`config.mk`:
```
export PLATFORM = sky130hd
export DESIGN_NAME = button_triggered_key_playback_flat
export DESIGN_NICKNAME = d
export VERILOG_FILES = /design/src/bkp_pkg.sv /design/src/bkp_if.sv /design/src/button_triggered_key_playback.sv /design/src/bkp_core.sv /design/src/flat_wrapper.sv
export SDC_FILE = /design/constraint.sdc
export NUM_CORES = 1
export LEC_CHECK = 0
export BUFFER_PORTS_ARGS = -buffer_cell sky130_fd_sc_hd__buf_2
export CORE_MARGIN = 3
export CORE_UTILIZATION = 40
export DETAILED_ROUTE_END_ITERATION = 10
export PLACE_DENSITY = 0.64
export SLEW_MARGIN = 40
export SYNTH_ARGS = -nofsm -noshare
export SYNTH_HDL_FRONTEND = slang
export SYNTH_HIERARCHICAL = 1
export SYNTH_SLANG_ARGS = --single-unit
```
`constraint.sdc`:
```
create_clock -name clk -period 3.8 [get_ports clk]
set_input_delay 0.38 -clock clk [delete_from_list [all_inputs] [get_ports clk]]
set_output_delay 0.38 -clock clk [all_outputs]
set_load 0.005 [all_outputs]
```
`src/bkp_pkg.sv`:
```
// bkp_pkg: shared types and constants for the button triggered key playback block
// no dependencies; imported by the core and the top level
`timescale 1ns / 1ps

package bkp_pkg;

	// widths of the configuration registers and state
	localparam int unsigned TRIGGER_W = 16;
	localparam int unsigned MASK_W    = 8;
	localparam int unsigned WINDOW_W  = 16;
	localparam int unsigned KEYSEQ_W  = 32;
	localparam int unsigned TICKS_W   = 16;
	localparam int unsigned INDEX_W   = 4;
	localparam int unsigned BYTE_W    = 8;
	localparam int unsigned CFG_IDX_W = 3;
	localparam int unsigned CFG_DATA_W = 32;

	// number of keys in one playback sequence (1 to 4)
	localparam int unsigned KEY_COUNT = 4;

	// play index value at which playback ends: one press and one release per key
	localparam logic [INDEX_W-1:0] PLAY_END = INDEX_W'(2 * KEY_COUNT);

	// reset values of the configuration registers
	localparam logic [TRIGGER_W-1:0] TRIGGER_MS_RST  = 16'd750;
	localparam logic [MASK_W-1:0]    LOCK_MASK_RST   = 8'h04;
	localparam logic [WINDOW_W-1:0]  WINDOW_LOW_RST  = 16'd800;
	localparam logic [WINDOW_W-1:0]  WINDOW_HIGH_RST = 16'd1200;
	localparam logic [KEYSEQ_W-1:0]  KEY_SEQ_RST     = 32'h0706_0504;

	// saturation value of the lock duration counter
	localparam logic [TICKS_W-1:0] LOCK_TICKS_MAX = 16'hFFFF;

	// event codes on the input channel
	typedef enum logic [1:0] {
		OP_TICK = 2'd0,
		OP_SLOT = 2'd1,
		OP_LOCK = 2'd2
	} op_t;

	// playback phase
	typedef enum logic [1:0] {
		PH_COOLDOWN = 2'd0,
		PH_ARMED    = 2'd1,
		PH_TRANSMIT = 2'd2
	} phase_t;

	// configuration register indexes
	typedef enum logic [CFG_IDX_W-1:0] {
		REG_TRIGGER_MS   = 3'd0,
		REG_LOCK_MASK    = 3'd1,
		REG_WINDOW_LOW   = 3'd2,
		REG_WINDOW_HIGH  = 3'd3,
		REG_KEY_SEQUENCE = 3'd4
	} reg_idx_t;

	// configuration handed to the core
	typedef struct packed {
		logic [TRIGGER_W-1:0] trigger_ms;
		logic [MASK_W-1:0]    lock_mask;
		logic [WINDOW_W-1:0]  window_low;
		logic [WINDOW_W-1:0]  window_high;
		logic [KEYSEQ_W-1:0]  key_sequence;
	} cfg_t;

	// one result beat
	typedef struct packed {
		logic [BYTE_W-1:0] key_code;
		phase_t            phase;
		logic              reboot_request;
	} res_t;

endpackage

```
`src/bkp_if.sv`:
```
// bkp_if: valid/ready channel interfaces for input events and results
// depends on nothing; payload widths follow the event and result formats
`timescale 1ns / 1ps

// input event channel
interface bkp_in_if;
	logic       valid;
	logic       ready;
	logic [1:0] opcode;
	logic       button_level;
	logic [7:0] lock_byte;

	modport source (output valid, output opcode, output button_level, output lock_byte,
		input ready);
	modport sink (input valid, input opcode, input button_level, input lock_byte,
		output ready);
endinterface

// result channel
interface bkp_out_if;
	logic       valid;
	logic       ready;
	logic [7:0] key_code;
	logic [1:0] phase;
	logic       reboot_request;

	modport source (output valid, output key_code, output phase, output reboot_request,
		input ready);
	modport sink (input valid, input key_code, input phase, input reboot_request,
		output ready);
endinterface

```
`src/button_triggered_key_playback.sv`:
```
// button_triggered_key_playback: top level with configuration registers and result register
// depends on bkp_pkg, bkp_if (bkp_in_if, bkp_out_if) and bkp_core
//
// Usage: the item channel carries one event per beat: a millisecond tick with the
// button level, a report slot, or a received lock byte. Every accepted beat gives
// exactly one result beat on the result channel: the key code for a report slot
// (zero for a release slot, a slot outside playback or any other event), the phase
// after the event and the sticky reboot request.
// The result of an accepted beat is registered and is valid in the following cycle.
// Throughput is one beat per cycle while the receiver is ready; the state update and the
// result fit between the input handshake and the single result register.
// When the receiver stalls, the held result stays in the result register and the
// item channel stays ready only while that register is empty or being emptied in the same
// cycle, so nothing is lost or repeated.
// Reset (arst_n low) puts the block in cooldown with the hold counter at 750, clears
// the lock timer, the stored lock byte and the reboot request, and restores the
// register defaults. The user must write registers through cfg_we/cfg_index/cfg_data only
// while the block is idle; the block does not enforce it. Unknown indexes are ignored.
`timescale 1ns / 1ps

module button_triggered_key_playback (
	input  logic                              clk,
	input  logic                              arst_n,
	bkp_in_if.sink                            item,
	bkp_out_if.source                         result,
	input  logic                              cfg_we,
	input  logic [bkp_pkg::CFG_IDX_W-1:0]     cfg_index,
	input  logic [bkp_pkg::CFG_DATA_W-1:0]    cfg_data
);
	import bkp_pkg::*;

	cfg_t cfg_q;
	res_t res_d;
	res_t res_q;
	logic out_valid_q;
	logic accept;

	// handshake: ready while the result register is empty or being drained
	assign item.ready = !out_valid_q || result.ready;
	assign accept     = item.valid && item.ready;

	// configuration registers
	always_ff @(posedge clk or negedge arst_n) begin
		if (!arst_n) begin
			cfg_q.trigger_ms   <= TRIGGER_MS_RST;
			cfg_q.lock_mask    <= LOCK_MASK_RST;
			cfg_q.window_low   <= WINDOW_LOW_RST;
			cfg_q.window_high  <= WINDOW_HIGH_RST;
			cfg_q.key_sequence <= KEY_SEQ_RST;
		end else if (cfg_we) begin
			case (cfg_index)
				REG_TRIGGER_MS:   cfg_q.trigger_ms   <= cfg_data[TRIGGER_W-1:0];
				REG_LOCK_MASK:    cfg_q.lock_mask    <= cfg_data[MASK_W-1:0];
				REG_WINDOW_LOW:   cfg_q.window_low   <= cfg_data[WINDOW_W-1:0];
				REG_WINDOW_HIGH:  cfg_q.window_high  <= cfg_data[WINDOW_W-1:0];
				REG_KEY_SEQUENCE: cfg_q.key_sequence <= cfg_data[KEYSEQ_W-1:0];
				default: ;
			endcase
		end
	end

	// event processing
	bkp_core u_core (
		.clk          (clk),
		.arst_n       (arst_n),
		.accept       (accept),
		.opcode       (item.opcode),
		.button_level (item.button_level),
		.lock_byte    (item.lock_byte),
		.cfg          (cfg_q),
		.res          (res_d)
	);

	// result valid
	always_ff @(posedge clk or negedge arst_n) begin
		if (!arst_n) begin
			out_valid_q <= 1'b0;
		end else if (accept) begin
			out_valid_q <= 1'b1;
		end else if (result.ready) begin
			out_valid_q <= 1'b0;
		end
	end

	// result payload
	always_ff @(posedge clk) begin
		if (accept) begin
			res_q <= res_d;
		end
	end

	assign result.valid          = out_valid_q;
	assign result.key_code       = res_q.key_code;
	assign result.phase          = res_q.phase;
	assign result.reboot_request = res_q.reboot_request;

endmodule

```
`src/bkp_core.sv`:
```
// bkp_core: playback phase machine, hold counter, lock timer and reboot latch
// depends on bkp_pkg; the result of the current beat is produced combinationally
`timescale 1ns / 1ps

module bkp_core (
	input  logic                          clk,
	input  logic                          arst_n,
	input  logic                          accept,
	input  logic [1:0]                    opcode,
	input  logic                          button_level,
	input  logic [bkp_pkg::BYTE_W-1:0]    lock_byte,
	input  bkp_pkg::cfg_t                 cfg,
	output bkp_pkg::res_t                 res
);
	import bkp_pkg::*;

	phase_t               phase_q, phase_d;
	logic [TRIGGER_W-1:0] hold_q, hold_d;
	logic [INDEX_W-1:0]   index_q, index_d;
	logic [TICKS_W-1:0]   ticks_q, ticks_d;
	logic [BYTE_W-1:0]    prev_lock_q, prev_lock_d;
	logic                 reboot_q, reboot_d;

	logic [INDEX_W-1:0]   index_inc;
	logic                 lock_on;
	logic                 in_window;
	logic [BYTE_W-1:0]    key_d;

	assign index_inc = index_q + INDEX_W'(1);
	assign lock_on   = |(prev_lock_q & cfg.lock_mask);
	assign in_window = (ticks_q > cfg.window_low) && (ticks_q < cfg.window_high);

	// next state
	always_comb begin
		phase_d     = phase_q;
		hold_d      = hold_q;
		index_d     = index_q;
		ticks_d     = ticks_q;
		prev_lock_d = prev_lock_q;
		reboot_d    = reboot_q;
		if (accept) begin
			case (opcode)
				OP_TICK: begin
					// button is ignored during playback
					if (phase_q != PH_TRANSMIT) begin
						if (button_level) begin
							if (hold_q != '0) hold_d = hold_q - TRIGGER_W'(1);
							else phase_d = PH_ARMED;
						end else if (hold_q < cfg.trigger_ms) begin
							hold_d = hold_q + TRIGGER_W'(1);
						end else if (phase_q == PH_ARMED) begin
							phase_d = PH_TRANSMIT;
							index_d = '0;
						end
					end
					// saturating lock duration
					if (lock_on && ticks_q != LOCK_TICKS_MAX) ticks_d = ticks_q + TICKS_W'(1);
				end
				OP_SLOT: begin
					if (phase_q == PH_TRANSMIT) begin
						index_d = index_inc;
						if (index_inc >= PLAY_END) phase_d = PH_COOLDOWN;
					end
				end
				OP_LOCK: begin
					if (lock_byte != prev_lock_q) begin
						if (in_window) reboot_d = 1'b1;
						ticks_d     = '0;
						prev_lock_d = lock_byte;
					end
				end
				default: ;
			endcase
		end
	end

	// key for a report slot: even index presses, odd index releases
	always_comb begin
		key_d = '0;
		if (opcode == OP_SLOT && phase_q == PH_TRANSMIT && !index_q[0])
			key_d = cfg.key_sequence[{index_q[2:1], 3'b000} +: BYTE_W];
	end

	// result fields reflect the state after this beat
	always_comb begin
		res.key_code       = key_d;
		res.phase          = phase_d;
		res.reboot_request = reboot_d;
	end

	// state registers
	always_ff @(posedge clk or negedge arst_n) begin
		if (!arst_n) begin
			phase_q     <= PH_COOLDOWN;
			hold_q      <= TRIGGER_MS_RST;
			index_q     <= '0;
			ticks_q     <= '0;
			prev_lock_q <= '0;
			reboot_q    <= 1'b0;
		end else begin
			phase_q     <= phase_d;
			hold_q      <= hold_d;
			index_q     <= index_d;
			ticks_q     <= ticks_d;
			prev_lock_q <= prev_lock_d;
			reboot_q    <= reboot_d;
		end
	end

	// reboot request is sticky
	a_reboot_sticky: assert property (@(posedge clk) disable iff (!arst_n)
		!$fell(reboot_q))
		else $error("reboot request cleared");

	// play index never runs past the end of the sequence
	a_index_bound: assert property (@(posedge clk) disable iff (!arst_n)
		index_q <= PLAY_END)
		else $error("play index beyond sequence end");

	// a changed lock byte restarts the lock timer
	a_lock_restart: assert property (@(posedge clk) disable iff (!arst_n)
		(accept && opcode == OP_LOCK && lock_byte != prev_lock_q) |=> ticks_q == '0)
		else $error("lock timer not restarted");

	// state only moves on an accepted beat
	a_idle_hold: assert property (@(posedge clk) disable iff (!arst_n)
		!accept |=> ($stable(hold_q) && $stable(phase_q) && $stable(ticks_q)))
		else $error("state changed without a beat");

endmodule

```
`src/flat_wrapper.sv`:
```
// flat-port wrapper written by rule: the top's interface ports become plain ports
module button_triggered_key_playback_flat import bkp_pkg::*;
  (clk, arst_n, cfg_we, cfg_index, cfg_data, item_valid, item_opcode, item_button_level, item_lock_byte, item_ready, result_valid, result_key_code, result_phase, result_reboot_request, result_ready);
  bkp_in_if item_i ();
  bkp_out_if result_i ();
  input  logic clk;
  input  logic arst_n;
  input  logic cfg_we;
  input  logic [bkp_pkg::CFG_IDX_W-1:0] cfg_index;
  input  logic [bkp_pkg::CFG_DATA_W-1:0] cfg_data;
  input wire logic [$bits(item_i.valid)-1:0] item_valid;
  input wire logic [$bits(item_i.opcode)-1:0] item_opcode;
  input wire logic [$bits(item_i.button_level)-1:0] item_button_level;
  input wire logic [$bits(item_i.lock_byte)-1:0] item_lock_byte;
  output wire logic [$bits(item_i.ready)-1:0] item_ready;
  output wire logic [$bits(result_i.valid)-1:0] result_valid;
  output wire logic [$bits(result_i.key_code)-1:0] result_key_code;
  output wire logic [$bits(result_i.phase)-1:0] result_phase;
  output wire logic [$bits(result_i.reboot_request)-1:0] result_reboot_request;
  input wire logic [$bits(result_i.ready)-1:0] result_ready;
  assign item_i.valid = item_valid;
  assign item_i.opcode = item_opcode;
  assign item_i.button_level = item_button_level;
  assign item_i.lock_byte = item_lock_byte;
  assign item_ready = item_i.ready;
  assign result_valid = result_i.valid;
  assign result_key_code = result_i.key_code;
  assign result_phase = result_i.phase;
  assign result_reboot_request = result_i.reboot_request;
  assign result_i.ready = result_ready;
  button_triggered_key_playback u_core (.clk(clk), .arst_n(arst_n), .item(item_i), .result(result_i), .cfg_we(cfg_we), .cfg_index(cfg_index), .cfg_data(cfg_data));
endmodule
```
==> flow_summary.ini <==
[floorplan]
dieArea_um2 = 22110
dieWidth_um = 148.7
rows = 51
core_area_um2 = 19720
initial_core_util = 0.4131
ioPinCount = 64
die_h_um = 148.7

[detailed_routing]
detail_route.wl_per_cell_um = 16.76
routed_wl_um = 17220
drtAntennaViolNets = 0
drc_errors = 0
via_per_inst = 5.189
initialDrtViolationCount = 177
vias = 5329
dr.pass1.iters = 4

[timing]
finalSetupViolations = 0
finalCritPeriodShare = 0.7003
max_slew.worst_pin.slew_ns = 0.6358
maxSlewHeadroom = 0.5744
fmax_mhz = 375.8
rsz0062_at_grt = false
clock_skew_ns = 0.008730
period_needed_ns = 2.661
finalHoldViolations = 0
fin_tns_setup_ns = 0
slew_viol_final = 0

[logic_synthesis]
async_flop_share = 0.9252
synth_edf_count = 11
yosys_warnings = 6
postSynthAreaPerCell_um2 = 12.07
syn_nets = 789
ys.flop_type = dfrtp_1
syn-cell-area_um2 = 8145
synth_cells = 675
synth-seq-cells = 147
synth-seq-area-share = 0.4630
synth_cell_types = 68

[setup_path]
r2r_slack_ns = 1.14
criticalPathCategory = reg -> reg
r2r_start = u_core/cfg_q[81]$_DFFE_PN1P_
worstSetupEndpoint = u_core/u_core/hold_q[8]$_DFFE_PN0P_
critical_path_required_ns = 4.11
critPathCaptureType = flip-flop
crit_path_max_fanout = 19
crit_arrival_ns = 2.97
reg2reg_to = u_core/u_core/hold_q[8]$_DFFE_PN0P_
worstRegToRegCells = 9
cp-start-kind = flip-flop
crit_start = u_core/cfg_q[81]$_DFFE_PN1P_

[global_routing]
grt_overflow_total = 0
grt_use_total = 0.1635
grt_pass1_wl_um = 28410
grt_max_degree = 110
grt_pass1_vias = 5431
antenna_found_initial = 0

[place]
dp.cells = 993
hpwl_um = 12580
port_buffers = 63
place.gp.congestion = 0.8015

[run_status]
status = completed

[clock_tree]
cts_resized = 0
postCtsSetupBuffers = 0
cts.sinks = 147
clockRootBuffer = clkbuf_16
clock_latency_ns = 0.42
cts_buffers = 17
cts_tree = built
clk_pin_slew_ns = 0.07
cts.path.max_buffers = 2
cts_max_level = 4

[final_layout]
drive_above_1_share = 0.3451
nNetsFinal = 863
finish.utilization = 0.4786
fillCellCount = 1751
num_antenna_cells = 0
final_cell_count_no_fill = 1027
syn_to_final_growth_pct = 15.87

[flow_run]
cap_violations = 0

[pwr]
p_leak_nw = 4.301
powerDensity_nw_per_um2 = 613.0
worst_ir_drop_vdd_mv = 0.3429

[hold_path]
min_path_type = in -> reg
[flip-flops by register name, summed over array words and instances (netlist names)]
signal,flops
u_core/result.phase,2
u_core/cfg_q,88
u_core/result.valid,1
u_core/u_core/hold_q,16
u_core/u_core/prev_lock_q,8
u_core/u_core/phase_q,2
u_core/u_core/reboot_q,1
u_core/u_core/ticks_q,16
u_core/result.key_code,8
u_core/u_core/index_q,4
u_core/result.reboot_request,1
[synthesized netlist by cell type, drive strengths merged (7+ instances only)]
cell | number | share of area
mux2 | 108 | 0.15
dfrtp | 106 | 0.33
ha | 62 | 0.095
inv | 56 | 0.026
nor2 | 33 | 0.015
dfstp | 30 | 0.097
a21oi | 26 | 0.016
xor2 | 25 | 0.027
nand2 | 21 | 0.0097
o21ai | 20 | 0.012
nor2b | 14 | 0.011
buf | 13 | 0.015
a21o | 12 | 0.011
edfxtp | 11 | 0.041
nand4 | 11 | 0.0084
nor3 | 10 | 0.0074
xnor2 | 10 | 0.011
nor4 | 9 | 0.0069
mux4 | 8 | 0.022
nand2b | 8 | 0.0061
nand3 | 7 | 0.0043
o21a | 7 | 0.0065
[power by group]
part	total (mW)	switching, mW	internal (mW)	leakage, nW
combinational	1.64	0.804	0.835	2.26
sequential	2.27	0.289	1.98	1.73
clock	1.87	0.682	1.19	0.318
total	5.79	1.78	4.01	4.30
[per-layer routing]
| metal | global-route usage | part of all wire | wire length (um) |
|---|---|---|---|
| met1 | 0.2299 | 0.49 | 8408 |
| met2 | 0.2519 | 0.46 | 7908 |
| met3 | 0.03504 | 0.033 | 576 |
| met4 | 0.05543 | 0.019 | 322 |
| met5 | 0 | 0 | 0 |
[cell families after synthesis]
group / Yosys count / synth area share
AO/OA/AOI/OAI: 97 / 0.07911
flip-flops: 147 / 0.4630
XOR/XNOR: 35 / 0.03763
multiplexers: 120 / 0.1786
buffers and inverters: 73 / 0.04239
AND/OR/NAND/NOR: 140 / 0.1015
adder cells (fa/ha/maj): 63 / 0.09770
[layout by cell type (no fill, tap or decap), types with 10 or more instances in the layout]
cell,Yosys,layout
o21ai_0,19,19
nor2_1,33,33
nor2b_1,14,14
inv_1,55,55
ha_1,62,62
nand4_1,11,11
xnor2_1,10,10
dfstp_2,30,30
nand2_1,21,21
clkbuf_16,0,17
mux2_2,99,99
buf_2,5,62
a21o_1,12,12
xor2_1,25,25
edfxtp_1,11,11
dfrtp_1,106,106
a21oi_1,26,25
[repair_timing]
item	in CTS	in global routing
endpoints found under the setup margin	0	0
hold buffers	0	1
endpoints found under the hold margin	0	43
[area by class of cell]
type | count | area [um2] | area share
well taps | 265 | 331.6 | 0.03513
repair buffers | 72 | 415.4 | 0.04401
clock buffers | 18 | 439.2 | 0.04653
inverters | 56 | 210.2 | 0.02227
multi-input cells | 455 | 4048 | 0.4289
clock inverters | 14 | 222.7 | 0.02360
flip-flops and latches | 147 | 3771 | 0.3996
[stage by stage]
step                hold slack, ns  power (mW)  instance area [um2]  setup slack, ns
floorplan                  0.08441       3.487                 8145            1.221
global placement            0.4682       3.884                 8727            1.116
detailed placement          0.4747       3.927                 8738            1.106
CTS                        0.04343       5.838                 9400            1.164
global route                0.1423       6.174                 9438            1.012
finish                      0.1573       5.786                 9438            1.139
[worst min path at each step]
| stage | start | end | slack, ns | cells past startpoint |
|---|---|---|---|---|
| finish | item_valid | u_core/result.valid$_DFFE_PN0P_ | 0.16 | 2 |
| floorplan | arst_n | u_core/cfg_q[0]$_DFFE_PN0P_ | 0.08 | 0 |
| CTS | arst_n | u_core/u_core/hold_q[10]$_DFFE_PN0P_ | 0.04 | 1 |
| global placement | u_core/cfg_q[5]$_DFFE_PN0P_ | u_core/cfg_q[5]$_DFFE_PN0P_ | 0.47 | 1 |
| detailed placement | u_core/cfg_q[5]$_DFFE_PN0P_ | u_core/cfg_q[5]$_DFFE_PN0P_ | 0.47 | 1 |
| global route | item_valid | u_core/result.valid$_DFFE_PN0P_ | 0.14 | 2 |
[critical path, stage by stage (launching register included)]
cell and delay, ns:
dfstp_2 0.52, inv_1 0.04, ha_1 0.29, a21oi_1 0.15
o21ai_0 0.13, a22oi_1 0.28, o41ai_2 0.19, nor4b_4 0.27
buf_4 0.31, mux2_2 0.37
(Power assumes the default switching activity.)
